===== src/hdl/swrmj_pkg.sv =====
// Shared constants, types and slot helpers for the sliding window RTT mean and jitter block.
// Used by every module under hdl except swrmj_ram; depends on nothing else.
package swrmj_pkg;

  localparam int WINDOW   = 10;
  localparam int SAMPLE_W = 24;
  localparam int FILL_W   = 4;
  localparam int CNT_W    = $clog2(WINDOW + 1);
  localparam int SLOT_W   = $clog2(WINDOW);
  localparam int SUM_W    = SAMPLE_W + $clog2(WINDOW);
  localparam int DIV_W    = SUM_W + (SUM_W % 2);
  localparam int DIV_ITER = DIV_W / 2;
  localparam int ITER_W   = $clog2(DIV_ITER);

  typedef enum logic [6:0] {
    ST_IDLE = 7'b0000001,
    ST_RD1  = 7'b0000010,
    ST_RD2  = 7'b0000100,
    ST_UPD  = 7'b0001000,
    ST_DIVM = 7'b0010000,
    ST_DIVJ = 7'b0100000,
    ST_OUT  = 7'b1000000
  } state_e;

  typedef struct packed {
    logic load;
    logic rd_prev;
    logic cap_prev;
    logic update;
    logic div_start;
    logic div_jit;
    logic cap_mean;
    logic cap_jit;
    logic clr_jit;
    logic out_load;
  } cmd_t;

  typedef struct packed {
    logic empty;
    logic multi;
    logic div_done;
  } status_t;

  function automatic logic [SLOT_W-1:0] slot_next(input logic [SLOT_W-1:0] s);
    return (s == SLOT_W'(WINDOW - 1)) ? '0 : s + SLOT_W'(1);
  endfunction

  function automatic logic [SLOT_W-1:0] slot_prev(input logic [SLOT_W-1:0] s);
    return (s == '0) ? SLOT_W'(WINDOW - 1) : s - SLOT_W'(1);
  endfunction

endpackage


===== src/hdl/swrmj_ram.sv =====
// Generic single write port, single read port RAM with registered read data.
// No dependencies.
module swrmj_ram #(
  parameter int WIDTH = 24,
  parameter int DEPTH = 10
) (
  input  logic                     clk_i,
  input  logic                     we_i,
  input  logic [$clog2(DEPTH)-1:0] waddr_i,
  input  logic [WIDTH-1:0]         wdata_i,
  input  logic [$clog2(DEPTH)-1:0] raddr_i,
  output logic [WIDTH-1:0]         rdata_o
);

  logic [WIDTH-1:0] mem_q [DEPTH];
  logic [WIDTH-1:0] rdata_q;

  always_ff @(posedge clk_i) begin
    if (we_i) begin
      mem_q[waddr_i] <= wdata_i;
    end
    rdata_q <= mem_q[raddr_i];
  end

  assign rdata_o = rdata_q;

endmodule


===== src/hdl/swrmj_div.sv =====
// Iterative unsigned divider, two quotient bits per cycle, shared by mean and jitter.
// Depends on swrmj_pkg for the sum and count widths.
module swrmj_div (
  input  logic                       clk_i,
  input  logic                       rst_ni,
  input  logic                       start_i,
  input  logic [swrmj_pkg::SUM_W-1:0] dividend_i,
  input  logic [swrmj_pkg::CNT_W-1:0] divisor_i,
  output logic [swrmj_pkg::DIV_W-1:0] quot_o,
  output logic                       done_o
);
  import swrmj_pkg::*;

  logic [DIV_W-1:0]  q_q, q_d;
  logic [CNT_W-1:0]  r_q, r_d;
  logic [CNT_W-1:0]  dvs_q;
  logic [ITER_W-1:0] cnt_q;
  logic              busy_q, done_q;

  always_comb begin
    logic [CNT_W:0]   rw;
    logic [DIV_W-1:0] q;
    logic [CNT_W-1:0] r;
    q = q_q;
    r = r_q;
    for (int i = 0; i < 2; i++) begin
      rw = {r, q[DIV_W-1]};
      if (rw >= {1'b0, dvs_q}) begin
        r = CNT_W'(rw - {1'b0, dvs_q});
        q = {q[DIV_W-2:0], 1'b1};
      end else begin
        r = rw[CNT_W-1:0];
        q = {q[DIV_W-2:0], 1'b0};
      end
    end
    q_d = q;
    r_d = r;
  end

  always_ff @(posedge clk_i or negedge rst_ni) begin
    if (!rst_ni) begin
      busy_q <= 1'b0;
      done_q <= 1'b0;
      cnt_q  <= '0;
    end else begin
      done_q <= 1'b0;
      if (start_i) begin
        busy_q <= 1'b1;
        cnt_q  <= '0;
      end else if (busy_q) begin
        cnt_q <= cnt_q + ITER_W'(1);
        if (cnt_q == ITER_W'(DIV_ITER - 1)) begin
          busy_q <= 1'b0;
          done_q <= 1'b1;
        end
      end
    end
  end

  always_ff @(posedge clk_i) begin
    if (start_i) begin
      q_q   <= DIV_W'(dividend_i);
      r_q   <= '0;
      dvs_q <= divisor_i;
    end else if (busy_q) begin
      q_q <= q_d;
      r_q <= r_d;
    end
  end

  assign quot_o = q_q;
  assign done_o = done_q;

endmodule


===== src/hdl/swrmj_datapath.sv =====
// Datapath: sample and difference rings, running sums, divider and result registers.
// Depends on swrmj_pkg, swrmj_ram and swrmj_div.
module swrmj_datapath (
  input  logic                          clk_i,
  input  logic                          rst_ni,
  input  swrmj_pkg::cmd_t               cmd_i,
  output swrmj_pkg::status_t            status_o,
  input  logic [swrmj_pkg::SAMPLE_W-1:0] rtt_us_i,
  output logic [swrmj_pkg::FILL_W-1:0]   fill_count_o,
  output logic [swrmj_pkg::SAMPLE_W-1:0] mean_rtt_us_o,
  output logic [swrmj_pkg::SAMPLE_W-1:0] jitter_us_o
);
  import swrmj_pkg::*;

  logic [SLOT_W-1:0]   slot_q;
  logic [CNT_W-1:0]    held_q, held_d;
  logic [SUM_W-1:0]    ssum_q, ssum_d, dsum_q, dsum_d;
  logic [SAMPLE_W-1:0] x_q, prev_q, olddiff_q, d;
  logic [SAMPLE_W-1:0] mean_q, jit_q;
  logic [FILL_W-1:0]   fill_out_q;
  logic [SAMPLE_W-1:0] mean_out_q, jit_out_q;
  logic [SAMPLE_W-1:0] s_rdata, d_rdata, d_wdata;
  logic [SLOT_W-1:0]   s_raddr;
  logic                empty, full;
  logic [SUM_W-1:0]    div_dividend;
  logic [CNT_W-1:0]    div_divisor;
  logic [DIV_W-1:0]    div_quot;
  logic                div_done;

  assign empty = (held_q == '0);
  assign full  = (held_q == CNT_W'(WINDOW));
  assign d     = (x_q >= prev_q) ? x_q - prev_q : prev_q - x_q;

  always_comb begin
    if (empty) begin
      ssum_d  = SUM_W'(x_q);
      dsum_d  = '0;
      held_d  = CNT_W'(1);
      d_wdata = '0;
    end else begin
      ssum_d  = ssum_q - (full ? SUM_W'(s_rdata) : '0) + SUM_W'(x_q);
      dsum_d  = dsum_q - (full ? SUM_W'(olddiff_q) : '0) + SUM_W'(d);
      held_d  = full ? held_q : held_q + CNT_W'(1);
      d_wdata = d;
    end
  end

  assign s_raddr = cmd_i.rd_prev ? slot_prev(slot_q) : slot_q;

  swrmj_ram #(.WIDTH(SAMPLE_W), .DEPTH(WINDOW)) u_sample_ram (
    .clk_i   (clk_i),
    .we_i    (cmd_i.update),
    .waddr_i (slot_q),
    .wdata_i (x_q),
    .raddr_i (s_raddr),
    .rdata_o (s_rdata)
  );

  swrmj_ram #(.WIDTH(SAMPLE_W), .DEPTH(WINDOW)) u_diff_ram (
    .clk_i   (clk_i),
    .we_i    (cmd_i.update),
    .waddr_i (slot_q),
    .wdata_i (d_wdata),
    .raddr_i (slot_next(slot_q)),
    .rdata_o (d_rdata)
  );

  assign div_dividend = cmd_i.div_jit ? dsum_q : ssum_d;
  assign div_divisor  = cmd_i.div_jit ? held_q - CNT_W'(1) : held_d;

  swrmj_div u_div (
    .clk_i      (clk_i),
    .rst_ni     (rst_ni),
    .start_i    (cmd_i.div_start),
    .dividend_i (div_dividend),
    .divisor_i  (div_divisor),
    .quot_o     (div_quot),
    .done_o     (div_done)
  );

  always_ff @(posedge clk_i or negedge rst_ni) begin
    if (!rst_ni) begin
      slot_q <= '0;
      held_q <= '0;
      ssum_q <= '0;
      dsum_q <= '0;
    end else if (cmd_i.update) begin
      slot_q <= slot_next(slot_q);
      held_q <= held_d;
      ssum_q <= ssum_d;
      dsum_q <= dsum_d;
    end
  end

  always_ff @(posedge clk_i) begin
    if (cmd_i.load) begin
      x_q <= rtt_us_i;
    end
    if (cmd_i.cap_prev) begin
      prev_q    <= s_rdata;
      olddiff_q <= d_rdata;
    end
    if (cmd_i.cap_mean) begin
      mean_q <= SAMPLE_W'(div_quot);
    end
    if (cmd_i.cap_jit) begin
      jit_q <= SAMPLE_W'(div_quot);
    end else if (cmd_i.clr_jit) begin
      jit_q <= '0;
    end
    if (cmd_i.out_load) begin
      fill_out_q <= FILL_W'(held_q);
      mean_out_q <= mean_q;
      jit_out_q  <= jit_q;
    end
  end

  assign status_o.empty    = empty;
  assign status_o.multi    = (held_q >= CNT_W'(2));
  assign status_o.div_done = div_done;

  assign fill_count_o  = fill_out_q;
  assign mean_rtt_us_o = mean_out_q;
  assign jitter_us_o   = jit_out_q;

endmodule


===== src/hdl/swrmj_ctrl.sv =====
// Controller state machine: sequences ring reads, sum update, one or two divisions, output.
// Depends on swrmj_pkg for the state encoding and the command and status structs.
module swrmj_ctrl (
  input  logic               clk_i,
  input  logic               rst_ni,
  input  logic               in_valid_i,
  output logic               in_ready_o,
  output logic               out_valid_o,
  input  logic               out_ready_i,
  output swrmj_pkg::cmd_t    cmd_o,
  input  swrmj_pkg::status_t status_i
);
  import swrmj_pkg::*;

  state_e state_q, state_d;
  logic   out_valid_q, out_valid_d;
  cmd_t   cmd;

  always_comb begin
    state_d     = state_q;
    cmd         = '0;
    out_valid_d = out_valid_q;
    if (out_valid_q && out_ready_i) begin
      out_valid_d = 1'b0;
    end
    case (state_q)
      ST_IDLE: begin
        if (in_valid_i) begin
          cmd.load = 1'b1;
          state_d  = status_i.empty ? ST_UPD : ST_RD1;
        end
      end
      ST_RD1: begin
        cmd.rd_prev = 1'b1;
        state_d     = ST_RD2;
      end
      ST_RD2: begin
        cmd.cap_prev = 1'b1;
        state_d      = ST_UPD;
      end
      ST_UPD: begin
        cmd.update    = 1'b1;
        cmd.div_start = 1'b1;
        state_d       = ST_DIVM;
      end
      ST_DIVM: begin
        if (status_i.div_done) begin
          cmd.cap_mean = 1'b1;
          if (status_i.multi) begin
            cmd.div_start = 1'b1;
            cmd.div_jit   = 1'b1;
            state_d       = ST_DIVJ;
          end else begin
            cmd.clr_jit = 1'b1;
            state_d     = ST_OUT;
          end
        end
      end
      ST_DIVJ: begin
        if (status_i.div_done) begin
          cmd.cap_jit = 1'b1;
          state_d     = ST_OUT;
        end
      end
      ST_OUT: begin
        if (!out_valid_q || out_ready_i) begin
          cmd.out_load = 1'b1;
          out_valid_d  = 1'b1;
          state_d      = ST_IDLE;
        end
      end
      default: begin
        state_d = ST_IDLE;
      end
    endcase
  end

  always_ff @(posedge clk_i or negedge rst_ni) begin
    if (!rst_ni) begin
      state_q     <= ST_IDLE;
      out_valid_q <= 1'b0;
    end else begin
      state_q     <= state_d;
      out_valid_q <= out_valid_d;
    end
  end

  assign in_ready_o  = (state_q == ST_IDLE);
  assign out_valid_o = out_valid_q;
  assign cmd_o       = cmd;

  a_accept_leaves_idle: assert property (@(posedge clk_i) disable iff (!rst_ni)
    (in_valid_i && in_ready_o) |=> !in_ready_o)
    else $error("controller stayed ready after taking an item");

  a_done_in_div_state: assert property (@(posedge clk_i) disable iff (!rst_ni)
    status_i.div_done |-> (state_q == ST_DIVM || state_q == ST_DIVJ))
    else $error("divider finished outside a division state");

  a_no_overwrite: assert property (@(posedge clk_i) disable iff (!rst_ni)
    cmd.out_load |-> (!out_valid_q || out_ready_i))
    else $error("output register loaded while holding an untaken result");

  a_result_follows_out: assert property (@(posedge clk_i) disable iff (!rst_ni)
    cmd.out_load |=> (out_valid_o && in_ready_o))
    else $error("output load did not raise valid and return to idle");

endmodule


===== src/hdl/sliding_window_rtt_mean_jitter.sv =====
// Top level of the sliding window RTT mean and jitter block.
// Depends on swrmj_pkg, swrmj_ctrl and swrmj_datapath.
//
// Input channel: in_valid_i / in_ready_o carry one RTT sample (rtt_us_i, microseconds).
// Output channel: out_valid_o / out_ready_i carry one result item per sample:
// the window fill count, the truncated window mean and the truncated mean absolute
// difference between adjacent samples (zero while fewer than two samples are held).
// Each sample is processed alone. After acceptance the rings are read for the previous
// sample, the oldest sample and the oldest difference, the sums are updated, and one
// shared divider produces two quotient bits per cycle, first for the mean and then for
// the jitter; the output register is loaded last. The first sample after reset needs no
// ring reads and no jitter division. in_ready_o rises in the same cycle as the result
// becomes valid. Reset clears the fill count, the write slot and the sums; the rings
// need no clearing, since data from a slot is used only after the slot has been
// written. If the receiver stalls, the finished result waits in the output register
// while the next sample is accepted and processed; only the final output load waits
// until the held result is taken.
module sliding_window_rtt_mean_jitter (
  input  logic                           clk_i,
  input  logic                           rst_ni,
  input  logic                           in_valid_i,
  output logic                           in_ready_o,
  input  logic [swrmj_pkg::SAMPLE_W-1:0] rtt_us_i,
  output logic                           out_valid_o,
  input  logic                           out_ready_i,
  output logic [swrmj_pkg::FILL_W-1:0]   fill_count_o,
  output logic [swrmj_pkg::SAMPLE_W-1:0] mean_rtt_us_o,
  output logic [swrmj_pkg::SAMPLE_W-1:0] jitter_us_o
);
  import swrmj_pkg::*;

  cmd_t    cmd;
  status_t status;

  swrmj_ctrl u_ctrl (
    .clk_i       (clk_i),
    .rst_ni      (rst_ni),
    .in_valid_i  (in_valid_i),
    .in_ready_o  (in_ready_o),
    .out_valid_o (out_valid_o),
    .out_ready_i (out_ready_i),
    .cmd_o       (cmd),
    .status_i    (status)
  );

  swrmj_datapath u_datapath (
    .clk_i         (clk_i),
    .rst_ni        (rst_ni),
    .cmd_i         (cmd),
    .status_o      (status),
    .rtt_us_i      (rtt_us_i),
    .fill_count_o  (fill_count_o),
    .mean_rtt_us_o (mean_rtt_us_o),
    .jitter_us_o   (jitter_us_o)
  );

endmodule

===== config.mk =====
export PLATFORM = sky130hd
export DESIGN_NAME = sliding_window_rtt_mean_jitter
export DESIGN_NICKNAME = d
export VERILOG_FILES = /design/src/hdl/swrmj_pkg.sv /design/src/hdl/swrmj_ram.sv /design/src/hdl/swrmj_div.sv /design/src/hdl/swrmj_datapath.sv /design/src/hdl/swrmj_ctrl.sv /design/src/hdl/sliding_window_rtt_mean_jitter.sv
export SDC_FILE = /design/constraint.sdc
export NUM_CORES = 1
export LEC_CHECK = 0
export BUFFER_PORTS_ARGS = -buffer_cell sky130_fd_sc_hd__buf_4
export CAP_MARGIN = 20
export CORE_UTILIZATION = 59
export CTS_BUF_LIST = sky130_fd_sc_hd__clkbuf_4
export DETAILED_ROUTE_END_ITERATION = 12
export PLACE_DENSITY = 0.79
export SKIP_LAST_GASP = 1
export SLEW_MARGIN = 25
export SYNTH_ARGS = -nofsm -noshare
export SYNTH_HDL_FRONTEND = slang
export SYNTH_HIERARCHICAL = 1
export SYNTH_SLANG_ARGS = --single-unit

===== constraint.sdc =====
create_clock -name clk_i -period 5.5 [get_ports clk_i]
set_input_delay 0.825 -clock clk_i [delete_from_list [all_inputs] [get_ports clk_i]]
set_output_delay 0.825 -clock clk_i [all_outputs]
set_load 0.03 [all_outputs]

==> key figures <==
Placed design
  – Final GP Congestion: 1.01
  – Area post-placement: 40700 sq um
  – PortBufs: 81
  – Hpwl dp: 60400 microns
  – Placed insts: 3775

Status
  – Status: finished with violations
  – Failing checks: setup timing

Run
  – Max-cap violations: 0

STA
  – Final worst slack: -0.107 ns
  – Clock Skew: 0.0563 ns
  – Final TNS setup: -0.142 ns
  – RSZ-0062 raised after global routing: true
  – Min cycle time layout: 5.61 ns
  – Final setup fails: 2
  – Fmax achieved: 0.178 GHz
  – Hold Vio Cnt, Final: 0
  – Worst-Margin Slew: 1.05 ns
  – Worst slew margin: 30.0%
  – Max Slew Vio Count: 0
  – Tcrit/Tclk final: 102%

Logic synthesis
  – Syn nets: 2984
  – Netlist Area Pre-Place: 38000 sq um
  – Synth Flop Type: edfxtp_1
  – Syn Area/Cell: 13.6 sq um
  – Synth Register Bits: 814
  – Ys Warns: 6
  – Seq/Total Area, Yosys: 62.0%
  – Post-synth EDFFs: 684
  – Cells after Synth: 2788
  – Area leader, netlist: edfxtp_1
  – Leading post-synthesis cells by cell area: edfxtp_1 (54%), mux2_2 (6.1%), dfrtp_1 (5.1%)
  – Asr flop ratio synth: 9.58%
  – Synth top area share: 54.1%
  – Netlist cell types: 84

Drt
  – Avg Vias per Cell: 5.93
  – DR vias: 24.8k
  – Met2 WL: 45200 microns
  – Uppermost routed layer: met5
  – Initial DRC count: 2039
  – Routed Antenna Nets: 0
  – Routed wl met3: 7010 microns
  – Routed metal-1 wire length: 36400 microns
  – First drt pass iteration count: 6
  – DR WL/cell: 21.9 microns
  – DRC: 0
  – Wirelength, routed: 91800 microns

Pwr
  – Worst VDD drop: 0.000437 V
  – Leak pwr: 0.0171 uW
  – Pwr/cell area: 660 nW/um^2

CTS
  – Root Driver: clkbuf_4
  – CTS tree: built
  – H-tree Lvls: 4
  – Reg clk slew, reported paths: 0.06 ns
  – Total CTS buffers: 194
  – Clk sink count: 814
  – CTS max path bufs: 3
  – Later-pin clock latency in the skew report: 1.02 ns

Setup path
  – Crit-path max FO: 4
  – Worst Setup SP: u_datapath/x_q[0]
  – Req. time, crit path: 6.34 ns
  – Reg2Reg Launch Point: u_datapath/x_q[0]
  – Cells along the critical path: inv_2 -> ha_4 -> inv_2 -> fa_2 -> a21o_1 -> a2111oi_4 -> o311a_1 -> o31a_1 -> o21ai_4 -> buf_6 -> mux2i_1 -> xor2_1 -> fa_1 -> inv_2 -> ha_4 -> o21ai_1 -> o21bai_1 -> o31a_1 -> a2111oi_4 -> o21ai_2 -> a41o_1 -> o41a_1 -> xnor2_1 -> o22ai_1
  – Setup CP Type: reg2reg
  – CP dominant cell by count: inv_2
  – WP data arrival: 6.45 ns
  – Slowest stage delay, CP: 0.49 ns
  – Worst Setup Start Kind: register
  – CP delay by family, top: compound AO/OA/AOI/OAI gates
  – CP endpoint kind: register
  – Crit-path slowest cell: fa_1
  – WP buf/inv: 4

Global routing
  – GRT Util Overall: 28.1%
  – Initial antenna violation count: 2
  – Pin count of the biggest net entering global routing: 68
  – Vias in the first global route: 25.5k
  – First-pass GRT wire length: 141000 microns
  – Global route total overflow: 0

Worst hold path
  – Hold WC Path Type: in2reg
  – Min-delay src: out_ready_i

Floorplan
  – Die H: 256 microns
  – Starting Density: 60.0%
  – Cell Rows: 92
  – Die Width: 256 microns
  – IO Pins: 82
  – Die area: 65400 sq um
  – Core area: 63300 sq um

Finish
  – Final Core Density: 69.3%
  – Final Instance Count excl. Fillers: 4184
  – Layout area overhead: 15.5%
  – Post-route cell area: 43900 sq um
  – Share of cells above drive strength 1: 27.0%
  – Final nets: 3365
==> where the power goes <==
group          internal (uW)  total [uW]  switching (uW)
Sequential              8200        8790             594
Clock                   2480        4890            2420
Combinational           6450       15300            8810
Total                  17100       28900           11800
==> flip-flops by register name, summed over array words and instances (netlist names), 7 cells and up <==
signal / flops
u_ctrl/state_q: 7
u_datapath/dsum_q: 28
u_datapath/jit_q: 24
u_datapath/jitter_us_o: 24
u_datapath/mean_q: 24
u_datapath/mean_rtt_us_o: 24
u_datapath/olddiff_q: 24
u_datapath/prev_q: 24
u_datapath/ssum_q: 28
u_datapath/u_diff_ram/mem_q: 240
u_datapath/u_diff_ram/rdata_o: 24
u_datapath/u_div/quot_o: 28
u_datapath/u_sample_ram/mem_q: 240
u_datapath/u_sample_ram/rdata_o: 24
u_datapath/x_q: 24
==> final timing paths <==
kind	slack, ns	cells after the start	endpoint
worst max-delay path	-0.11	24	u_datapath/dsum_q[25]
max in group asynchronous	4.06	3	u_datapath/dsum_q[3]
worst min register to register	0.40	0	u_datapath/olddiff_q[23]
worst min-delay path	0.14	3	u_ctrl/out_valid_o
min in group asynchronous	0.27	2	u_datapath/ssum_q[16]
worst max register to register	-0.11	24	u_datapath/dsum_q[25]
==> cells in the final DEF (no fill, tap or decap), types with 9 or more instances in the layout <==
cell,synthesis,routed
edfxtp_1,684,684
clkbuf_4,0,287
buf_4,17,280
mux2_2,207,207
inv_1,206,201
nand2_1,158,158
mux2i_1,123,120
ha_1,116,112
a21oi_1,108,103
nor2_1,102,83
o21ai_0,89,82
and2_1,78,78
dfrtp_1,77,77
o22ai_1,62,62
a22o_1,59,59
o31ai_1,59,59
a21o_1,54,54
dfxtp_1,52,52
fa_1,52,51
clkinv_1,1,48
xnor2_1,47,45
xor2_1,33,30
dlygate4sd3_1,0,26
nand2b_1,21,21
nand3_1,22,21
nor3_1,30,21
nor2_2,0,18
and3_1,18,18
nor2b_1,21,17
a31oi_1,18,17
clkinv_2,0,15
o21bai_1,14,14
o211ai_1,11,11
a211oi_1,11,10
nor3_2,1,9
nand4_1,9,9
==> worst min-delay path, cell delays in order <==
cell	delay, ns
buf_4	0.07
nand2b_1	0.13
nand2_1	0.07
==> cell usage after synthesis, types with 22 or more instances <==
master and count:
inv_1 206, o21ai_0 89, a22o_1 59, o31ai_1 59
nand3_1 22, mux2_2 207, nor2_1 102, a21o_1 54
and2_1 78, xor2_1 33, nor3_1 30, ha_1 116
dfxtp_1 52, xnor2_1 47, nand2_1 158, dfrtp_1 77
edfxtp_1 684, fa_1 52, mux2i_1 123, clkbuf_1 84
a21oi_1 108, o22ai_1 62
==> layer usage <==
metal / vias up / track usage (%)
li1: 11248 / -
met1: 12207 / 35.8
met2: 1139 / 46.7
met3: 210 / 5.96
met4: 2 / 12.3
met5: - / 0
==> cells by family (layout without fill, tap and decap cells) <==
| family | Yosys count | in the layout | share of synthesized area [%] |
|---|---|---|---|
| and+or+nand+nor | 503 | 503 | 6.67 |
| xor gates and xnor gates | 80 | 80 | 1.84 |
| other | 0 | 1 | 0 |
| buffers and inverters | 334 | 883 | 3.64 |
| DFF | 814 | 814 | 62.0 |
| adders and majority gates | 168 | 168 | 6.56 |
| muxes | 330 | 330 | 9.38 |
| AOI/OAI and AO/OA | 559 | 559 | 9.95 |
==> final cells by class <==
class	instances	area, sq um
fill	4301	19500
antenna	1	2.50
sequential	814	23500
inverter	207	779
timing repair buffer	312	2480
clock inverter	77	408
clock buffer	287	2150
tap	846	1060
multi-input combinational	1640	13400
==> timing repair <==
| item | in CTS | in global routing |
|---|---|---|
| resized for setup | 15 | 33 |
| endpoints found under the setup margin | 10 | 19 |
| hold buffers | 26 | 0 |
| cloned | 1 | 0 |
| pin swaps | 15 | 19 |
| setup buffers | 9 | 9 |
| endpoints found under the hold margin | 47 | 0 |
==> through the flow <==
| step | setup slack (ns) | hold WS [ns] | total power (uW) |
|---|---|---|---|
| final | -0.107 | 0.137 | 28900 |
| after global routing | -0.311 | 0.0910 | 30600 |
| after CTS | -0.0391 | 0.0205 | 28400 |
| after detailed placement | -0.313 | 0.389 | 23200 |
| after global placement | -0.240 | 0.389 | 22700 |
| after floorplan | 0.00924 | 0.386 | 18400 |
(Power assumes the default switching activity.)
